--- config.mk ---
export PLATFORM = sky130hd
export DESIGN_NAME = ultrasonic_echo_ranger
export DESIGN_NICKNAME = d
export VERILOG_FILES = /design/src/hdl/uer_pkg.sv /design/src/hdl/uer_datapath.sv /design/src/hdl/uer_controller.sv /design/src/hdl/ultrasonic_echo_ranger.sv
export SDC_FILE = /design/constraint.sdc
export NUM_CORES = 1
export LEC_CHECK = 0
export CAP_MARGIN = 20
export CELL_PAD_IN_SITES_DETAIL_PLACEMENT = 0
export CELL_PAD_IN_SITES_GLOBAL_PLACEMENT = 1
export CORE_ASPECT_RATIO = 1.5
export CORE_MARGIN = 2
export CORE_UTILIZATION = 45
export DETAILED_ROUTE_END_ITERATION = 12
export DONT_BUFFER_PORTS = 1
export HOLD_SLACK_MARGIN = 0.03
export PLACE_DENSITY_LB_ADDON = 0.1
export SETUP_SLACK_MARGIN = 0.4
export SKIP_CTS_REPAIR_TIMING = 1
export SLEW_MARGIN = 0
export SYNTH_ARGS = -nofsm -noshare
export SYNTH_HDL_FRONTEND = slang
export SYNTH_SLANG_ARGS = --single-unit
--- constraint.sdc ---
create_clock -name i_clk -period 8.4 [get_ports i_clk]
set_input_delay 0.42 -clock i_clk [delete_from_list [all_inputs] [get_ports i_clk]]
set_output_delay 0.42 -clock i_clk [all_outputs]
set_load 0.05 [all_outputs]
--- src/hdl/uer_pkg.sv ---
// ----------------------------------------------------------------------------
// uer_pkg: shared types and constants of the ultrasonic echo ranger
// Event codes, datapath widths, arithmetic constants and the command and
// status groups between the controller and the datapath.
// ----------------------------------------------------------------------------
package uer_pkg;

    // Defaults for the top-level parameters
    localparam int TIMER_FREQ_HZ_DEF = 1000000;
    localparam int NUM_SENSORS_DEF   = 5;

    // Input opcodes
    localparam logic [1:0] OP_START = 2'd0;
    localparam logic [1:0] OP_ECHO  = 2'd1;
    localparam logic [1:0] OP_OVF   = 2'd2;

    // Result event kinds
    localparam logic [1:0] EV_TRIGGER = 2'd0;
    localparam logic [1:0] EV_DONE    = 2'd1;
    localparam logic [1:0] EV_TIMEOUT = 2'd2;

    // Field widths
    localparam int OP_W   = 2;
    localparam int CH_W   = 3;
    localparam int CAP_W  = 16;
    localparam int US_W   = 16;
    localparam int MM_W   = 14;
    localparam int TEMP_W = 7;

    // Divider widths: dividend up to 65535 * 1000, divisor the 12-bit speed
    localparam int DVD_W = 26;
    localparam int DVS_W = 12;
    localparam int CNT_W = $clog2(DVD_W + 1);

    // ticks * 1000 / ticks_per_ms == (ticks * recip) >> 32, recip being
    // 2^32 * 1000 / ticks_per_ms rounded up; exact for 16-bit ticks and
    // ticks_per_ms from 1000 to 48000
    localparam int RECIP_W    = 33;
    localparam int TICK_SHIFT = 32;

    // Arithmetic constants
    localparam logic [TEMP_W-1:0] TEMP_RESET = 7'd22;
    localparam int MUL_K      = 1000;
    localparam int SOS_BASE   = 3313;
    localparam int SOS_SLOPE  = 6;
    localparam int SOS_LOSS   = 17;
    // floor(s / 100) == (s * 1311) >> 17 for every s below 4681
    localparam int SOS_RECIP  = 1311;
    localparam int SOS_SHIFT  = 17;
    localparam int US_MAX     = 65535;

    // Controller to datapath commands
    typedef struct packed {
        logic       load_in;   // capture the accepted word
        logic       set_chan;  // take the start channel as active channel
        logic       mul1;      // us = ticks * 1000 / ticks per ms, by reciprocal
        logic       mul2;      // dividend = us * 1000, divisor = speed of sound
        logic       out_load;  // load the result word
        logic [1:0] kind;      // event kind of the result word
    } t_cmd;

    // Datapath to controller status
    typedef struct packed {
        logic chan_ok;   // start channel below the sensor count
        logic div_busy;  // divider still iterating
    } t_status;

endpackage

--- src/hdl/uer_datapath.sv ---
// ----------------------------------------------------------------------------
// uer_datapath: arithmetic and result registers of the echo ranger
// Holds the temperature register, derives the speed of sound, converts
// ticks to microseconds by a reciprocal multiply, runs the bit-serial
// divider for the distance conversion and holds the result word.
// ----------------------------------------------------------------------------
module uer_datapath #(
    parameter int TIMER_FREQ_HZ = uer_pkg::TIMER_FREQ_HZ_DEF,
    parameter int NUM_SENSORS   = uer_pkg::NUM_SENSORS_DEF
) (
    input  logic                        i_clk,
    input  logic                        i_rst_n,
    input  logic                        i_cfg_wr_en,
    input  logic [uer_pkg::TEMP_W-1:0]  i_cfg_wr_data,
    input  logic [uer_pkg::CH_W-1:0]    i_sensor_channel,
    input  logic [uer_pkg::CAP_W-1:0]   i_capture_count,
    input  uer_pkg::t_cmd               i_cmd,
    output uer_pkg::t_status            o_status,
    output logic [uer_pkg::OP_W-1:0]    o_event_kind,
    output logic [uer_pkg::CH_W-1:0]    o_result_channel,
    output logic [uer_pkg::US_W-1:0]    o_echo_us,
    output logic [uer_pkg::MM_W-1:0]    o_distance_mm
);

    localparam int DVD_W    = uer_pkg::DVD_W;
    localparam int DVS_W    = uer_pkg::DVS_W;
    localparam int CNT_W    = uer_pkg::CNT_W;
    localparam int RECIP_W  = uer_pkg::RECIP_W;
    localparam int PROD_W   = uer_pkg::CAP_W + RECIP_W;
    localparam int Q_W      = PROD_W - uer_pkg::TICK_SHIFT;
    localparam int TickDivR = TIMER_FREQ_HZ / 1000;
    localparam int TickDiv  = (TickDivR == 0) ? 1 : TickDivR;
    localparam logic [RECIP_W-1:0] TickRecip =
        RECIP_W'(((64'd1 << uer_pkg::TICK_SHIFT) * 64'd1000 + 64'(TickDiv) - 64'd1)
                 / 64'(TickDiv));

    // Configuration and speed of sound
    logic [uer_pkg::TEMP_W-1:0] r_temp;
    logic [12:0]                sos_raw;
    logic [22:0]                sos_prod;
    logic [12:0]                r_sos_raw;
    logic [5:0]                 r_sos_q;
    logic [11:0]                speed;

    // Captured word and active channel
    logic [uer_pkg::CAP_W-1:0]  r_cap;
    logic [uer_pkg::CH_W-1:0]   r_chan;

    // Tick conversion
    logic [PROD_W-1:0]          us_prod;
    logic [Q_W-1:0]             us_q;
    logic [uer_pkg::US_W-1:0]   us_sat;
    logic [uer_pkg::US_W-1:0]   r_us;

    // Divider
    logic [DVD_W-1:0]           r_dvd;
    logic [DVS_W-1:0]           r_dvs;
    logic [DVS_W-1:0]           r_rem;
    logic [CNT_W-1:0]           r_cnt;
    logic [DVS_W:0]             rem_sh;
    logic                       rem_ge;
    logic [DVS_W:0]             rem_nx;

    // Result word
    logic [uer_pkg::OP_W-1:0]   r_out_kind;
    logic [uer_pkg::CH_W-1:0]   r_out_chan;
    logic [uer_pkg::US_W-1:0]   r_out_us;
    logic [uer_pkg::MM_W-1:0]   r_out_mm;

    // Hold the air temperature
    always_ff @(posedge i_clk) begin
        if (!i_rst_n) begin
            r_temp <= uer_pkg::TEMP_RESET;
        end else if (i_cfg_wr_en) begin
            r_temp <= i_cfg_wr_data;
        end
    end

    // Derive speed = s - (s / 100) * 17 with s = 3313 + 6 * T, in two steps
    assign sos_raw  = 13'(uer_pkg::SOS_BASE) + 13'(r_temp) * 13'(uer_pkg::SOS_SLOPE);
    assign sos_prod = 23'(sos_raw) * 23'(uer_pkg::SOS_RECIP);

    always_ff @(posedge i_clk) begin
        r_sos_raw <= sos_raw;
        r_sos_q   <= sos_prod[uer_pkg::SOS_SHIFT +: 6];
    end

    assign speed = 12'(r_sos_raw - 13'(r_sos_q) * 13'(uer_pkg::SOS_LOSS));

    // Capture the accepted word and the active channel
    always_ff @(posedge i_clk) begin
        if (i_cmd.load_in) begin
            r_cap <= i_capture_count;
        end
    end

    always_ff @(posedge i_clk) begin
        if (!i_rst_n) begin
            r_chan <= '0;
        end else if (i_cmd.set_chan) begin
            r_chan <= i_sensor_channel;
        end
    end

    // Convert ticks to microseconds and saturate
    assign us_prod = PROD_W'(r_cap) * PROD_W'(TickRecip);
    assign us_q    = us_prod[PROD_W-1:uer_pkg::TICK_SHIFT];
    assign us_sat  = (us_q > Q_W'(uer_pkg::US_MAX)) ? uer_pkg::US_W'(uer_pkg::US_MAX)
                                                    : us_q[uer_pkg::US_W-1:0];

    always_ff @(posedge i_clk) begin
        if (i_cmd.mul1) begin
            r_us <= us_sat;
        end
    end

    // Restoring divider step, one quotient bit per cycle
    assign rem_sh = {r_rem, r_dvd[DVD_W-1]};
    assign rem_ge = (rem_sh >= {1'b0, r_dvs});
    assign rem_nx = rem_ge ? (rem_sh - {1'b0, r_dvs}) : rem_sh;

    // Load the divider from the multiplier or advance it
    always_ff @(posedge i_clk) begin
        if (i_cmd.mul2) begin
            r_dvd <= DVD_W'(r_us) * DVD_W'(uer_pkg::MUL_K);
            r_dvs <= DVS_W'(speed);
            r_rem <= '0;
        end else if (r_cnt != '0) begin
            r_rem <= rem_nx[DVS_W-1:0];
            r_dvd <= {r_dvd[DVD_W-2:0], rem_ge};
        end
    end

    always_ff @(posedge i_clk) begin
        if (!i_rst_n) begin
            r_cnt <= '0;
        end else if (i_cmd.mul2) begin
            r_cnt <= CNT_W'(DVD_W);
        end else if (r_cnt != '0) begin
            r_cnt <= r_cnt - 1'b1;
        end
    end

    // Load the result word; zero the measurement fields unless done
    always_ff @(posedge i_clk) begin
        if (i_cmd.out_load) begin
            r_out_kind <= i_cmd.kind;
            r_out_chan <= r_chan;
            if (i_cmd.kind == uer_pkg::EV_DONE) begin
                r_out_us <= r_us;
                r_out_mm <= r_dvd[uer_pkg::MM_W:1];
            end else begin
                r_out_us <= '0;
                r_out_mm <= '0;
            end
        end
    end

    assign o_status.chan_ok  = ({1'b0, i_sensor_channel} < (uer_pkg::CH_W + 1)'(NUM_SENSORS));
    assign o_status.div_busy = (r_cnt != '0);

    assign o_event_kind     = r_out_kind;
    assign o_result_channel = r_out_chan;
    assign o_echo_us        = r_out_us;
    assign o_distance_mm    = r_out_mm;

endmodule

--- src/hdl/uer_controller.sv ---
// ----------------------------------------------------------------------------
// uer_controller: sequencing state machine of the echo ranger
// Decodes accepted words against the measurement phase, steps the datapath
// through both conversions and owns the result valid flag.
// ----------------------------------------------------------------------------
module uer_controller (
    input  logic                      i_clk,
    input  logic                      i_rst_n,
    input  logic                      i_in_valid,
    output logic                      o_in_stall,
    input  logic [uer_pkg::OP_W-1:0]  i_opcode,
    output logic                      o_out_valid,
    input  logic                      i_out_stall,
    input  uer_pkg::t_status          i_status,
    output uer_pkg::t_cmd             o_cmd
);

    typedef enum logic [4:0] {
        S_READY = 5'b00001,
        S_MUL1  = 5'b00010,
        S_MUL2  = 5'b00100,
        S_DIV2  = 5'b01000,
        S_PUT   = 5'b10000
    } t_state;

    localparam logic [1:0] PH_IDLE    = 2'd0;
    localparam logic [1:0] PH_ARMED   = 2'd1;
    localparam logic [1:0] PH_MEASURE = 2'd2;

    t_state     r_state;
    t_state     n_state;
    logic [1:0] r_phase;
    logic [1:0] n_phase;
    logic [1:0] r_kind;
    logic [1:0] n_kind;
    logic       r_out_valid;
    logic       n_out_valid;
    logic       accept;
    logic       out_free;

    assign accept   = i_in_valid && (r_state == S_READY);
    assign out_free = !r_out_valid || !i_out_stall;

    // Decode and sequence
    always_comb begin
        n_state     = r_state;
        n_phase     = r_phase;
        n_kind      = r_kind;
        n_out_valid = r_out_valid && i_out_stall;
        o_cmd       = '0;
        o_cmd.kind  = r_kind;
        o_cmd.load_in = accept;
        case (r_state)
            S_READY: begin
                if (accept) begin
                    case (i_opcode)
                        uer_pkg::OP_START: begin
                            if (i_status.chan_ok) begin
                                o_cmd.set_chan = 1'b1;
                                n_phase = PH_ARMED;
                                n_kind  = uer_pkg::EV_TRIGGER;
                                n_state = S_PUT;
                            end
                        end
                        uer_pkg::OP_ECHO: begin
                            if (r_phase == PH_ARMED) begin
                                n_phase = PH_MEASURE;
                            end else if (r_phase == PH_MEASURE) begin
                                n_phase = PH_IDLE;
                                n_kind  = uer_pkg::EV_DONE;
                                n_state = S_MUL1;
                            end
                        end
                        uer_pkg::OP_OVF: begin
                            if (r_phase == PH_ARMED || r_phase == PH_MEASURE) begin
                                n_phase = PH_IDLE;
                                n_kind  = uer_pkg::EV_TIMEOUT;
                                n_state = S_PUT;
                            end
                        end
                        default: begin
                            // drop unused opcode
                        end
                    endcase
                end
            end
            S_MUL1: begin
                o_cmd.mul1 = 1'b1;
                n_state    = S_MUL2;
            end
            S_MUL2: begin
                o_cmd.mul2 = 1'b1;
                n_state    = S_DIV2;
            end
            S_DIV2: begin
                if (!i_status.div_busy) begin
                    n_state = S_PUT;
                end
            end
            S_PUT: begin
                if (out_free) begin
                    o_cmd.out_load = 1'b1;
                    n_out_valid    = 1'b1;
                    n_state        = S_READY;
                end
            end
            default: begin
                n_state = S_READY;
            end
        endcase
    end

    // Hold control state
    always_ff @(posedge i_clk) begin
        if (!i_rst_n) begin
            r_state     <= S_READY;
            r_phase     <= PH_IDLE;
            r_kind      <= uer_pkg::EV_TRIGGER;
            r_out_valid <= 1'b0;
        end else begin
            r_state     <= n_state;
            r_phase     <= n_phase;
            r_kind      <= n_kind;
            r_out_valid <= n_out_valid;
        end
    end

    assign o_in_stall  = (r_state != S_READY);
    assign o_out_valid = r_out_valid;

endmodule

--- src/hdl/ultrasonic_echo_ranger.sv ---
// ----------------------------------------------------------------------------
// ultrasonic_echo_ranger: echo-ranging controller for shared-timer sensors
// A start word arms a sensor and returns a trigger word; the first echo
// edge starts the measurement and the second returns the echo width in
// microseconds and the one-way distance in millimetres, compensated for the
// air temperature register; a timer overflow while armed or measuring
// returns a timeout word. An ignored word takes only the accept, a trigger or
// timeout the accept and the result load, and a finished measurement the
// accept, a reciprocal multiply for ticks to microseconds, the divider load,
// 26 steps of the one-bit-per-cycle divider for the distance, a finish
// check and the result load. A new word is taken as soon as the previous
// one has been handed to the result register, even while that result is
// still stalled; a stalled result holds back only the next result load.
// ----------------------------------------------------------------------------
module ultrasonic_echo_ranger #(
    parameter int TIMER_FREQ_HZ = uer_pkg::TIMER_FREQ_HZ_DEF,
    parameter int NUM_SENSORS   = uer_pkg::NUM_SENSORS_DEF
) (
    input  logic                        i_clk,
    input  logic                        i_rst_n,
    input  logic                        i_cfg_wr_en,
    input  logic [uer_pkg::TEMP_W-1:0]  i_cfg_wr_data,
    input  logic                        i_in_valid,
    output logic                        o_in_stall,
    input  logic [uer_pkg::OP_W-1:0]    i_opcode,
    input  logic [uer_pkg::CH_W-1:0]    i_sensor_channel,
    input  logic [uer_pkg::CAP_W-1:0]   i_capture_count,
    output logic                        o_out_valid,
    input  logic                        i_out_stall,
    output logic [uer_pkg::OP_W-1:0]    o_event_kind,
    output logic [uer_pkg::CH_W-1:0]    o_result_channel,
    output logic [uer_pkg::US_W-1:0]    o_echo_us,
    output logic [uer_pkg::MM_W-1:0]    o_distance_mm
);

    uer_pkg::t_cmd    cmd;
    uer_pkg::t_status status;

    // Sequencing
    uer_controller u_ctrl (
        .i_clk       (i_clk),
        .i_rst_n     (i_rst_n),
        .i_in_valid  (i_in_valid),
        .o_in_stall  (o_in_stall),
        .i_opcode    (i_opcode),
        .o_out_valid (o_out_valid),
        .i_out_stall (i_out_stall),
        .i_status    (status),
        .o_cmd       (cmd)
    );

    // Arithmetic and result word
    uer_datapath #(
        .TIMER_FREQ_HZ (TIMER_FREQ_HZ),
        .NUM_SENSORS   (NUM_SENSORS)
    ) u_dp (
        .i_clk            (i_clk),
        .i_rst_n          (i_rst_n),
        .i_cfg_wr_en      (i_cfg_wr_en),
        .i_cfg_wr_data    (i_cfg_wr_data),
        .i_sensor_channel (i_sensor_channel),
        .i_capture_count  (i_capture_count),
        .i_cmd            (cmd),
        .o_status         (status),
        .o_event_kind     (o_event_kind),
        .o_result_channel (o_result_channel),
        .o_echo_us        (o_echo_us),
        .o_distance_mm    (o_distance_mm)
    );

`ifndef SYNTHESIS
    // Trigger and timeout words carry no measurement
    a_zero_fields: assert property (@(posedge i_clk) disable iff (!i_rst_n)
        (o_out_valid && o_event_kind != uer_pkg::EV_DONE)
            |-> (o_echo_us == '0 && o_distance_mm == '0))
        else $error("nonzero measurement on trigger or timeout word");

    // No word is taken while the divider iterates
    a_busy_stall: assert property (@(posedge i_clk) disable iff (!i_rst_n)
        status.div_busy |-> o_in_stall)
        else $error("input accepted during division");

    // Results only name existing sensors
    a_chan_range: assert property (@(posedge i_clk) disable iff (!i_rst_n)
        o_out_valid |-> ({1'b0, o_result_channel} < (uer_pkg::CH_W + 1)'(NUM_SENSORS)))
        else $error("result channel out of range");

    // A result load always raises valid next cycle
    a_load_valid: assert property (@(posedge i_clk) disable iff (!i_rst_n)
        cmd.out_load |=> o_out_valid)
        else $error("result loaded without valid");
`endif

endmodule

==> reports/metrics.yaml <==
logic_synthesis:
  synth_edf_count: 102
  yosysSeqAreaShare_pct: 33.3
  synth_area_leader_cell: "edfxtp_1"
  syn_inst: 1162
  synthDominantCellAreaShare_pct: 24.3
  synth-seq-cells: 159
  synthArstFlopShare_pct: 0
  synthTopCellsByArea: "edfxtp_1, ha_1, fa_1"
  synth_cell_types: 70
  yosysMostFrequentCell: "ha_1"
  synthFlopType: "edfxtp_1"
  synthesis.nets: 1491
  yosys-top-cells-count: "ha_1, inv_1, edfxtp_1"
  synth_area_um2: 12600
  syn_avg_cell_area_um2: 10.9
  ys_warn_count: 0
timing:
  relSlewSlack_pct: 32.1
  fmax_mhz: 145
  fin_skew_ns: 0.00930
  totalNegativeSetupSlack_ns: 0
  hold_violations: 0
  rsz0062_at_grt: "false"
  post-route-period-util_pct: 81.9
  hold_slack_ns: 0.0665
  period_minus_slack_ns: 6.88
  slew_viol_final: 0
  worst_pin_slew_ns: 1.01
  final-setup-viol-count: 0
cts:
  cts_buffer_depth: 2
  cts_buffers: 17
  insertion_delay_ns: 0.44
  htreeDepth: 4
  cts_tree: "done"
  clockRootBuffer: "clkbuf_16"
  clock-sinks: 159
  clk_pin_slew_worst_paths_ns: 0.07
run:
  max_cap_violations: 0
floorplan:
  io-pin-count: 70
  die_y_um: 209
  rows: 75
  die_area_um2: 29400
  fp.coreArea_um2: 27800
  die_w_um: 141
  initial_core_util_pct: 45.4
grt:
  grt_max_degree: 54
  grt_antenna_before_repair: 0
  met3_usage_pct: 3.35
  grt_overflow_total: 0
  grt_pass1_wl_um: 43500
  use_met2_pct: 39.0
  grt-busiest-layer: "met2"
  grt_pass1_vias: 8567
  met1_usage_pct: 19.0
  grtUsageTotal_pct: 19.0
critical_path:
  crit_arrival_ns: 7.20
  cp_slowest_cell: "xnor2_1"
  cp_max_fo: 11
  cp-start-kind: "flop"
  critPathCaptureType: "flop"
  crit_top_cell: "ha_1"
  max_stage_delay_ns: 0.64
  cp_data_required_time_ns: 8.73
  criticalPathCategory: "reg -> reg"
final_layout:
  stdcell_count: 1524
  diodes: 0
  fin_nets: 1494
  syn_to_final_growth_pct: 7.61
  layout-drive-gt1-share_pct: 5.09
route:
  post-route-drc-count: 0
  ant_nets: 0
  wl_um: 26200
  viasPerCell: 5.27
  dr.pass1.iters: 5
  drt_iter0_drc: 269
  wl_per_cell_um: 17.2
  num_vias: 8039
placed_design:
  placedCellCount: 1491
  dp.final_hpwl_um: 21000
  gp_congestion: 0.807
  port_buffers: 0
worst_hold_path:
  worstHoldPathType: "in -> reg"
run_status:
  status: "complete, no violations"
critical path, delay by kind of cell (launching register included):
kind | cells | cell delay [ns]
AOI/OAI and AO/OA | 5 | 0.73
xor gates and xnor gates | 4 | 1.13
adders and majority gates | 9 | 3.45
buffers and inverters | 5 | 0.28
DFF | 1 | 0.45
and+or+nand+nor | 2 | 0.72
flip-flops by register name, indices dropped and copies added, names as in the netlist:
register,count
u_ctrl.o_out_valid,1
u_dp.r_temp,7
u_dp.r_sos_raw,11
u_dp.r_dvd,26
u_dp.r_dvs,12
u_dp.o_distance_mm,14
u_dp.o_event_kind,2
u_dp.r_cnt,5
u_ctrl.r_kind,2
u_dp.r_rem,12
u_dp.o_result_channel,3
u_dp.r_chan,3
u_dp.r_cap,16
u_dp.r_us,16
u_ctrl.r_phase,2
u_dp.o_echo_us,16
u_dp.r_sos_q,6
u_ctrl.r_state,5
cells by family after synthesis:
family | Yosys count | synth area share, %
compound gates | 191 | 9.94
xor+xnor | 64 | 4.77
fa+ha+maj | 296 | 35.1
buf+inv | 185 | 5.59
flops | 159 | 33.3
mux | 9 | 0.714
simple gates | 258 | 10.6
through the flow:
step	setup WS, ns	area, um^2	utilization, %
after floorplan	2.18	12600	-
after detailed placement	1.47	13000	46.9
after CTS	1.45	13600	48.9
after global routing	1.03	13600	48.9
after global placement	1.61	13000	46.9
final	1.52	13600	48.9
path summary, 6_finish.rpt:
kind | start | to | slack, ns | cells past startpoint
worst max-delay path | u_dp.r_temp[0] | u_dp.r_sos_q[5] | 1.52 | 25
worst min-delay path | i_rst_n | u_ctrl.r_state[0] | 0.07 | 1
worst max register to register | u_dp.r_temp[0] | u_dp.r_sos_q[5] | 1.52 | 25
worst min register to register | u_dp.r_cap[15] | u_dp.r_us[15] | 0.42 | 0
cell usage in the layout (no fill, tap or decap), drive strengths merged, types with 5 or more instances in the layout:
master  netlist  routed
a21oi        61      61
buf           3       6
and2         39      39
xor2         19      19
nor3         16      16
nand2b        6       6
nor2         43      43
a31oi         7       7
mux2i         9       9
a211oi        6       6
clkbuf       20      19
a21o         10      10
a221oi        5       5
o31ai         5       5
o21ai        40      40
nand4         7       7
nor2b        14      14
nand2        62      62
o21a          7       7
edfxtp      102     102
dfxtp        57      57
or3           5       5
a21boi       11      11
xnor2        45      45
inv         161     163
o211ai        6       6
o21bai        8       8
fa           97      97
ha          199     199
clkinv        1       9
nand3        44      44
metal layers:
layer,part of all wire [%],up-vias
li1,-,4012
met1,36,3928
met2,61,76
met3,1.6,23
met4,1.6,0
met5,0,-
cell type report:
type | count | area, um^2
tap | 346 | 433
fill | 2581 | 14200
clock buffer | 19 | 433
sequential | 159 | 4200
timing repair buffer | 7 | 55.1
multi-input combinational | 818 | 7730
inverter | 162 | 611
clock inverter | 13 | 116
Power is left out: the tool's default activity adds up to more than one toggle a clock period on the data nets, which glitch-free logic cannot reach.
